### src/rtl/core/dnce_pkg.sv
// shared types and constants for the disc neighbor cell enumerator
// no dependencies
`timescale 1ns / 1ps

package dnce_pkg;

  localparam int unsigned QW        = 20;
  localparam int unsigned NW        = 10;
  localparam int unsigned CFG_W     = 11;
  localparam int unsigned CFG_IDX_W = 2;

  localparam logic [CFG_IDX_W-1:0] CFG_MAP_ROWS   = 2'd0;
  localparam logic [CFG_IDX_W-1:0] CFG_MAP_COLS   = 2'd1;
  localparam logic [CFG_IDX_W-1:0] CFG_SPAN_CELLS = 2'd2;
  localparam logic [CFG_IDX_W-1:0] CFG_RADIUS_SQ  = 2'd3;

  localparam logic [CFG_W-1:0] RST_MAP_ROWS   = 11'd1024;
  localparam logic [CFG_W-1:0] RST_MAP_COLS   = 11'd1024;
  localparam logic [1:0]       RST_SPAN_CELLS = 2'd1;
  localparam logic [4:0]       RST_RADIUS_SQ  = 5'd2;

  typedef struct packed {
    logic [QW-1:0] query_index;
  } query_t;

  typedef struct packed {
    logic [QW-1:0] neighbor_index;
    logic [NW-1:0] neighbor_row;
    logic [NW-1:0] neighbor_col;
    logic          last;
  } result_t;

  // squared magnitude of a small offset
  function automatic logic [3:0] offset_sq(input logic [1:0] mag);
    logic [3:0] res;
    case (mag)
      2'd0:    res = 4'd0;
      2'd1:    res = 4'd1;
      2'd2:    res = 4'd4;
      default: res = 4'd9;
    endcase
    return res;
  endfunction

endpackage

### src/rtl/core/dnce_if.sv
// valid/ready channel interfaces for queries and neighbor results
// depends on dnce_pkg
`timescale 1ns / 1ps

interface dnce_query_if import dnce_pkg::*; ();
  logic   valid;
  logic   ready;
  query_t payload;

  modport source  (output valid, output payload, input ready);
  modport sink    (input valid, input payload, output ready);
  modport monitor (input valid, input payload, input ready);
endinterface

interface dnce_result_if import dnce_pkg::*; ();
  logic    valid;
  logic    ready;
  result_t payload;

  modport source  (output valid, output payload, input ready);
  modport sink    (input valid, input payload, output ready);
  modport monitor (input valid, input payload, input ready);
endinterface

### src/rtl/core/disc_neighbor_cell_enumerator_unit.sv
// disc neighbor cell enumerator: splits a linear cell index and walks its disc neighborhood
// depends on dnce_pkg and dnce_if
//
//   channel    dir  handshake           payload
//   query_i    in   valid / ready       query_index
//   result_o   out  valid / ready       neighbor_index, neighbor_row, neighbor_col, last
//   cfg        in   cfg_we_i            cfg_idx_i, cfg_wdata_i
//
// a query runs the divide, pre-step, scan and flush states; a restoring divider and
// the index walk share one adder, one bit or one offset per cycle unless the scan stalls;
// query_i.ready is high only while idle; results leave through one output register
// a full output register holds the scan at the next kept neighbor until the result is taken
// reset returns to idle with configuration at its defaults
`timescale 1ns / 1ps

module disc_neighbor_cell_enumerator_unit import dnce_pkg::*; #(
  parameter int unsigned MAX_SPAN = 3,
  parameter int unsigned MAX_DIM  = 1024
) (
  input  logic                 clk_i,
  input  logic                 rst_ni,
  input  logic                 cfg_we_i,
  input  logic [CFG_IDX_W-1:0] cfg_idx_i,
  input  logic [CFG_W-1:0]     cfg_wdata_i,
  dnce_query_if.sink           query_i,
  dnce_result_if.source        result_o
);

  localparam int unsigned DIM_W = $clog2(MAX_DIM + 1);
  localparam int unsigned AW    = (DIM_W + 2 > QW + 1) ? DIM_W + 2 : QW + 1;
  localparam int unsigned RW    = QW + 2;
  localparam int unsigned CW    = DIM_W + 2;
  localparam logic [4:0]  DIV_LAST = 5'(QW - 1);

  localparam logic [2:0] S_IDLE  = 3'd0;
  localparam logic [2:0] S_DIV   = 3'd1;
  localparam logic [2:0] S_PRE   = 3'd2;
  localparam logic [2:0] S_SCAN  = 3'd3;
  localparam logic [2:0] S_FLUSH = 3'd4;

  logic [CFG_W-1:0] rows_cfg_q, cols_cfg_q;
  logic [1:0]       span_cfg_q;
  logic [4:0]       lim_q;

  logic [2:0]       state_q, state_d;
  logic [4:0]       cnt_q, cnt_d;
  logic [QW-1:0]    dq_q, dq_d;
  logic [DIM_W-1:0] rem_q, rem_d;
  logic [QW-1:0]    lin_q, lin_d;
  logic [2:0]       dr_q, dr_d, dc_q, dc_d;
  logic             held_valid_q, held_valid_d;
  result_t          held_q, held_d;
  logic             out_valid_q, out_valid_d;
  result_t          out_q, out_d;

  logic [DIM_W-1:0] rows_c, cols_c;
  logic [1:0]       span_c;
  logic [2:0]       span3;
  logic [AW-1:0]    alu_a, alu_b, alu_sum, row_step;
  logic [DIM_W:0]   shifted;
  logic             trial_neg;
  logic [1:0]       dr_mag, dc_mag;
  logic [4:0]       dist_sq;
  logic signed [RW-1:0] r_s;
  logic signed [CW-1:0] c_s;
  logic             r_ok, c_ok, keep, out_free, stall, accept, dims_ok;
  result_t          cur;

  // configuration
  always_ff @(posedge clk_i or negedge rst_ni) begin
    if (!rst_ni) begin
      rows_cfg_q <= RST_MAP_ROWS;
      cols_cfg_q <= RST_MAP_COLS;
      span_cfg_q <= RST_SPAN_CELLS;
      lim_q      <= RST_RADIUS_SQ;
    end else if (cfg_we_i) begin
      unique case (cfg_idx_i)
        CFG_MAP_ROWS:   rows_cfg_q <= cfg_wdata_i;
        CFG_MAP_COLS:   cols_cfg_q <= cfg_wdata_i;
        CFG_SPAN_CELLS: span_cfg_q <= cfg_wdata_i[1:0];
        CFG_RADIUS_SQ:  lim_q      <= cfg_wdata_i[4:0];
        default: ;
      endcase
    end
  end

  assign rows_c  = (32'(rows_cfg_q) > MAX_DIM) ? DIM_W'(MAX_DIM) : DIM_W'(rows_cfg_q);
  assign cols_c  = (32'(cols_cfg_q) > MAX_DIM) ? DIM_W'(MAX_DIM) : DIM_W'(cols_cfg_q);
  assign span_c  = (32'(span_cfg_q) > MAX_SPAN) ? 2'(MAX_SPAN) : span_cfg_q;
  assign span3   = {1'b0, span_c};
  assign dims_ok = (rows_c != '0) && (cols_c != '0);

  assign row_step = AW'(cols_c) - AW'({span_c, 1'b0});
  assign shifted  = {rem_q, dq_q[QW-1]};

  // shared adder
  always_comb begin
    alu_a = AW'(lin_q);
    alu_b = '0;
    unique case (state_q)
      S_DIV: begin
        alu_a = AW'(shifted);
        alu_b = -AW'(cols_c);
      end
      S_PRE:  alu_b = (cnt_q != '0) ? -AW'(cols_c) : -AW'(span_c);
      S_SCAN: alu_b = (dc_q == span3) ? row_step : AW'(1);
      default: ;
    endcase
  end

  assign alu_sum   = alu_a + alu_b;
  assign trial_neg = alu_sum[AW-1];

  // offset test for the current scan position
  assign dr_mag  = dr_q[2] ? 2'(-dr_q) : dr_q[1:0];
  assign dc_mag  = dc_q[2] ? 2'(-dc_q) : dc_q[1:0];
  assign dist_sq = 5'(offset_sq(dr_mag)) + 5'(offset_sq(dc_mag));

  assign r_s  = $signed({2'b00, dq_q}) + $signed({{(RW-3){dr_q[2]}}, dr_q});
  assign c_s  = $signed({2'b00, rem_q}) + $signed({{(CW-3){dc_q[2]}}, dc_q});
  assign r_ok = !r_s[RW-1] && (r_s[RW-2:0] < (RW-1)'(rows_c));
  assign c_ok = !c_s[CW-1] && (c_s[CW-2:0] < (CW-1)'(cols_c));
  assign keep = (dist_sq <= lim_q) && r_ok && c_ok;

  assign cur.neighbor_index = lin_q;
  assign cur.neighbor_row   = r_s[NW-1:0];
  assign cur.neighbor_col   = NW'(c_s);
  assign cur.last           = 1'b0;

  assign out_free = !out_valid_q || result_o.ready;
  assign stall    = keep && held_valid_q && !out_free;
  assign accept   = query_i.valid && query_i.ready;

  always_comb begin
    state_d      = state_q;
    cnt_d        = cnt_q;
    dq_d         = dq_q;
    rem_d        = rem_q;
    lin_d        = lin_q;
    dr_d         = dr_q;
    dc_d         = dc_q;
    held_valid_d = held_valid_q;
    held_d       = held_q;
    out_valid_d  = out_valid_q && !result_o.ready;
    out_d        = out_q;
    unique case (state_q)
      S_IDLE: begin
        if (accept) begin
          dq_d  = query_i.payload.query_index;
          lin_d = query_i.payload.query_index;
          rem_d = '0;
          cnt_d = DIV_LAST;
          if (dims_ok) state_d = S_DIV;
        end
      end
      S_DIV: begin
        rem_d = trial_neg ? shifted[DIM_W-1:0] : alu_sum[DIM_W-1:0];
        dq_d  = {dq_q[QW-2:0], ~trial_neg};
        if (cnt_q == '0) begin
          cnt_d   = 5'(span_c);
          state_d = S_PRE;
        end else begin
          cnt_d = cnt_q - 5'd1;
        end
      end
      S_PRE: begin
        lin_d = alu_sum[QW-1:0];
        if (cnt_q == '0) begin
          dr_d    = -span3;
          dc_d    = -span3;
          state_d = S_SCAN;
        end else begin
          cnt_d = cnt_q - 5'd1;
        end
      end
      S_SCAN: begin
        if (!stall) begin
          lin_d = alu_sum[QW-1:0];
          if (keep) begin
            if (held_valid_q) begin
              out_valid_d = 1'b1;
              out_d       = held_q;
            end
            held_valid_d = 1'b1;
            held_d       = cur;
          end
          if (dc_q == span3) begin
            if (dr_q == span3) begin
              state_d = S_FLUSH;
            end else begin
              dr_d = dr_q + 3'd1;
              dc_d = -span3;
            end
          end else begin
            dc_d = dc_q + 3'd1;
          end
        end
      end
      S_FLUSH: begin
        if (!held_valid_q) begin
          state_d = S_IDLE;
        end else if (out_free) begin
          out_valid_d  = 1'b1;
          out_d        = held_q;
          out_d.last   = 1'b1;
          held_valid_d = 1'b0;
          state_d      = S_IDLE;
        end
      end
      default: state_d = S_IDLE;
    endcase
  end

  always_ff @(posedge clk_i or negedge rst_ni) begin
    if (!rst_ni) begin
      state_q      <= S_IDLE;
      cnt_q        <= '0;
      dr_q         <= '0;
      dc_q         <= '0;
      held_valid_q <= 1'b0;
      out_valid_q  <= 1'b0;
    end else begin
      state_q      <= state_d;
      cnt_q        <= cnt_d;
      dr_q         <= dr_d;
      dc_q         <= dc_d;
      held_valid_q <= held_valid_d;
      out_valid_q  <= out_valid_d;
    end
  end

  always_ff @(posedge clk_i) begin
    dq_q   <= dq_d;
    rem_q  <= rem_d;
    lin_q  <= lin_d;
    held_q <= held_d;
    out_q  <= out_d;
  end

  assign query_i.ready    = (state_q == S_IDLE);
  assign result_o.valid   = out_valid_q;
  assign result_o.payload = out_q;

endmodule

### src/flat_wrapper.sv
// flat-port wrapper written by rule: the top's interface ports become plain ports
module disc_neighbor_cell_enumerator_unit_flat import dnce_pkg::*;
#(
  parameter int unsigned MAX_SPAN = 3,
  parameter int unsigned MAX_DIM  = 1024
)
  (clk_i, rst_ni, cfg_we_i, cfg_idx_i, cfg_wdata_i, query_i_valid, query_i_payload, query_i_ready, result_o_valid, result_o_payload, result_o_ready);
  dnce_query_if query_i_i ();
  dnce_result_if result_o_i ();
  input  logic clk_i;
  input  logic rst_ni;
  input  logic cfg_we_i;
  input  logic [CFG_IDX_W-1:0] cfg_idx_i;
  input  logic [CFG_W-1:0] cfg_wdata_i;
  input wire logic [$bits(query_i_i.valid)-1:0] query_i_valid;
  input wire logic [$bits(query_i_i.payload)-1:0] query_i_payload;
  output wire logic [$bits(query_i_i.ready)-1:0] query_i_ready;
  output wire logic [$bits(result_o_i.valid)-1:0] result_o_valid;
  output wire logic [$bits(result_o_i.payload)-1:0] result_o_payload;
  input wire logic [$bits(result_o_i.ready)-1:0] result_o_ready;
  assign query_i_i.valid = query_i_valid;
  assign query_i_i.payload = query_i_payload;
  assign query_i_ready = query_i_i.ready;
  assign result_o_valid = result_o_i.valid;
  assign result_o_payload = result_o_i.payload;
  assign result_o_i.ready = result_o_ready;
  disc_neighbor_cell_enumerator_unit #(.MAX_SPAN(MAX_SPAN), .MAX_DIM(MAX_DIM)) u_core (.clk_i(clk_i), .rst_ni(rst_ni), .cfg_we_i(cfg_we_i), .cfg_idx_i(cfg_idx_i), .cfg_wdata_i(cfg_wdata_i), .query_i(query_i_i), .result_o(result_o_i));
endmodule
### config.mk
export PLATFORM = sky130hd
export DESIGN_NAME = disc_neighbor_cell_enumerator_unit_flat
export DESIGN_NICKNAME = d
export VERILOG_FILES = /design/src/rtl/core/dnce_pkg.sv /design/src/rtl/core/dnce_if.sv /design/src/rtl/core/disc_neighbor_cell_enumerator_unit.sv /design/src/flat_wrapper.sv
export SDC_FILE = /design/constraint.sdc
export NUM_CORES = 1
export LEC_CHECK = 0
export BUFFER_PORTS_ARGS = -buffer_cell sky130_fd_sc_hd__buf_2
export CAP_MARGIN = 40
export CELL_PAD_IN_SITES_DETAIL_PLACEMENT = 1
export CELL_PAD_IN_SITES_GLOBAL_PLACEMENT = 1
export CORE_MARGIN = 5
export CORE_UTILIZATION = 54
export CTS_BUF_LIST = sky130_fd_sc_hd__clkbuf_8
export DETAILED_ROUTE_END_ITERATION = 7
export MAX_ROUTING_LAYER = met4
export PLACE_DENSITY_LB_ADDON = 0.1
export REMOVE_ABC_BUFFERS = 1
export SLEW_MARGIN = 20
export SYNTH_ARGS = -nofsm -noshare
export SYNTH_HDL_FRONTEND = slang
export SYNTH_SLANG_ARGS = --single-unit
export TNS_END_PERCENT = 10
### constraint.sdc
create_clock -name clk_i -period 12.45 [get_ports clk_i]
set_clock_uncertainty 0.1 [all_clocks]
set_input_delay 2.49 -clock clk_i [delete_from_list [all_inputs] [get_ports clk_i]]
set_output_delay 2.49 -clock clk_i [all_outputs]
set_load 0.05 [all_outputs]
==> results.toml <==
[worst_setup_path]
reg2reg_setup_slack_ns = 6.24
crit_path_start_kind = "flop"
setup.worst_path.end_class = "flop"
worst_ep_arrival_time_ns = 6.22
type_of_the_setup_path_with_the_least_slack = "reg -> reg"
reg2reg_from = "u_core.dc_q[1]"
critPathRequiredTime_ns = 12.46
r2r_end = "u_core.result_o.payload[0]"
crit_path_max_fanout = 32
reg2reg_depth = 19

[sta]
final.min_clock_period_ns = 6.21
grt_setup_unrepaired = "false"
max_freq_mhz = 161
final_max_slew_viol_count = 0
slew_of_the_pin_with_the_lowest_slew_margin_ns = 0.767
setup_tns_ns = 0
slew_limit_headroom_pct = 48.2
timing.final.hold_violations = 0
setup_viol_count_final = 0
final.period_utilization_pct = 49.9
setup_ws_ns = 6.24

[final_layout]
fill_cells = 2393
n_antenna_cell = 0
area.growth.synth_to_final_pct = 9.32
num-nets-final = 1346
fin_util_pct = 59.5
layout-drive-gt1-share_pct = 16.1

[worst_hold_path]
holdCritPathClass = "reg -> reg"
worst_hold_path.endpoint = "u_core.result_o.payload[15]"
min_delay_path_depth = 0
min-delay-start = "u_core.held_q[15]"

[cts]
clockBufferDepth = 2
cts_hold_buf = 0
post_cts_resize_count = 0
clk-insertion-delay-late_ns = 0.48
postCtsSetupBuffers = 0
cts-htree-levels = 4
tritoncts = "done"
clock_root_buffer = "clkbuf_8"
clock_pin_transition_on_the_worst_setup_and_hold_timing_paths_ns = 0.09
cts_inserted_buffers = 17
cts_sinks = 177

[yosys]
ys_seq_area_share_pct = 44.8
synth-seq-cells = 177
netlist_area_mm2 = 0.0114
synth_edf_count = 132
synth_async_sr_flop_share_pct = 25.4
synth_warnings = 0
synth_cell_types = 86
post_synth_inst_count = 1145
syn_avg_cell_area_um2 = 9.93
synth_flop_cell = "edfxtp_1"

[drt]
drtIter0Drc = 672
routed_length_per_placed_instance_um = 23.2
detail_route.drc_violations = 0
detail_route.first_pass.iterations = 5
detail-route-antenna-nets = 0
routed-via-count = 9382
via_per_inst = 6.25
drt_wl_total_mm = 34.8

[placement]
dpl_wire_length_mm = 26.0
place_ws_ns = 6.32
port-buffer-count = 80
gp_routability_congestion = 0.934

[floorplan]
floorplan.die_area_mm2 = 0.0241
chipWidth_um = 155
die_height_um = 155
pin_count = 81
core_region_area_mm2 = 0.0209
initial_utilization_pct = 54.4
placement_rows = 53

[job]
drv_cap = 0

[global_route]
antenna_found_initial = 0
wire_length_of_the_first_global_routing_pass_mm = 54.8
grt_max_degree = 64
grt_remaining_overflow = 0
first_global_vias = 9857
grt_use_total_pct = 30.1

[outcome]
result_of_the_run = "completed"
## stage by stage
step	cells	area [µm²]	hold WS, ns
after detailed placement	1470	12100	0.305
after global routing	1501	12400	0.324
after global placement	1465	12000	0.301
final	1501	12400	0.321
after CTS	1500	12400	0.317
after floorplan	1100	11100	0.300
## cell families after synthesis
| kind of cell | after synthesis | share of synthesized area (%) |
|---|---|---|
| simple gates | 455 | 19.4 |
| compound gates | 240 | 14.0 |
| flops | 177 | 44.8 |
| buf+inv | 94 | 3.82 |
| fa+ha+maj | 93 | 10.6 |
| xor+xnor | 45 | 3.47 |
| mux | 41 | 3.97 |
## layer usage
metal / global-route usage, % / routed length [µm]
met1: 38.0 / 14800
met2: 49.9 / 17300
met3: 4.78 / 1720
met4: 9.76 / 960
met5: - / 0
## critical path, cell delays in order (launching register included)
cell      delay (ns)
dfrtp_1         0.52
ha_1            0.35
a21oi_1         0.15
o21ai_0         0.21
o41ai_1         0.47
o21ai_0         0.29
nor2_1          0.17
xnor2_1         0.16
ha_1            0.28
a21oi_1         0.12
a21boi_0        0.15
a21boi_0        0.19
nor4_1          0.31
nand4_1         0.12
a2111o_1        0.30
or4_1           0.40
nor4_1          0.44
o21ai_1         0.21
nor2_4          0.37
buf_4           0.52
## cells in the mapped netlist (23+ instances only)
library cell	number	area share, %
inv_1	48	1.6
nand4_1	26	1.4
nor3_1	25	1.1
a21oi_1	54	2.4
nor2_1	76	2.5
ha_1	88	9.7
mux2_2	33	3.3
xor2_1	23	1.8
clkbuf_1	33	1.1
edfxtp_1	132	35
nand2_1	178	5.9
nand3_1	46	2.0
o21ai_0	66	2.9
dfrtp_1	41	9.0
## registers in the layout (all words and copies together), names as in the netlist
| register | cells |
|---|---|
| u_core.cnt_q | 5 |
| u_core.cols_cfg_q | 11 |
| u_core.dc_q | 3 |
| u_core.dq_q | 20 |
| u_core.dr_q | 3 |
| u_core.held_q | 40 |
| u_core.held_valid_q | 1 |
| u_core.lim_q | 5 |
| u_core.lin_q | 20 |
| u_core.rem_q | 11 |
| u_core.result_o.payload | 41 |
| u_core.result_o.valid | 1 |
| u_core.rows_cfg_q | 11 |
| u_core.span_c | 2 |
| u_core.state_q | 3 |
## layout by cell type (no fill, tap or decap), types with 4 or more instances in the layout
cell type and count:
nand2_1 177, edfxtp_1 132, ha_1 88, buf_2 81
nor2_1 73, o21ai_0 66, a21oi_1 54, inv_1 49
nand3_1 46, dfrtp_1 41, mux2_2 33, nand4_1 26
nor3_1 25, xor2_1 23, xnor2_1 22, a21o_1 19
clkbuf_8 17, nand2b_1 14, and3_1 14, nor4_1 12
and2_1 11, buf_4 10, a211oi_1 9, mux2i_1 8
o21a_1 8, nor2b_1 8, a31oi_1 8, or4_1 8
o211ai_1 7, or2_2 5, o221ai_1 5, nor3b_1 5
o31ai_1 5, fa_1 5, nand3b_1 4, o22ai_1 4
dfstp_2 4
## how the worst max path moves through the flow
stage | slack, ns | end | from
5_1_grt | 5.84 | u_core.result_o.payload[0] | u_core.dc_q[1]
2_1_floorplan | 5.98 | u_core.result_o.payload[0] | u_core.dr_q[2]
6_report | 6.24 | u_core.result_o.payload[0] | u_core.dc_q[1]
4_1_cts | 6.29 | u_core.result_o.payload[0] | u_core.dc_q[1]
3_3_place_gp | 6.41 | u_core.result_o.payload[26] | u_core.rem_q[0]
3_5_place_dp | 6.32 | u_core.result_o.payload[0] | u_core.dc_q[1]
## final cells by class
class	instances	area (µm²)	area share, %
timing repair buffer	96	582	4.68
clock inverter	13	116	0.936
tap	275	344	2.77
clock buffer	17	234	1.88
inverter	49	189	1.52
multi-input combinational	874	5870	47.2
sequential	177	5090	41.0
Power is not shown: default switching activity piles up to over one toggle a cycle in this logic, so the estimate is an artifact.
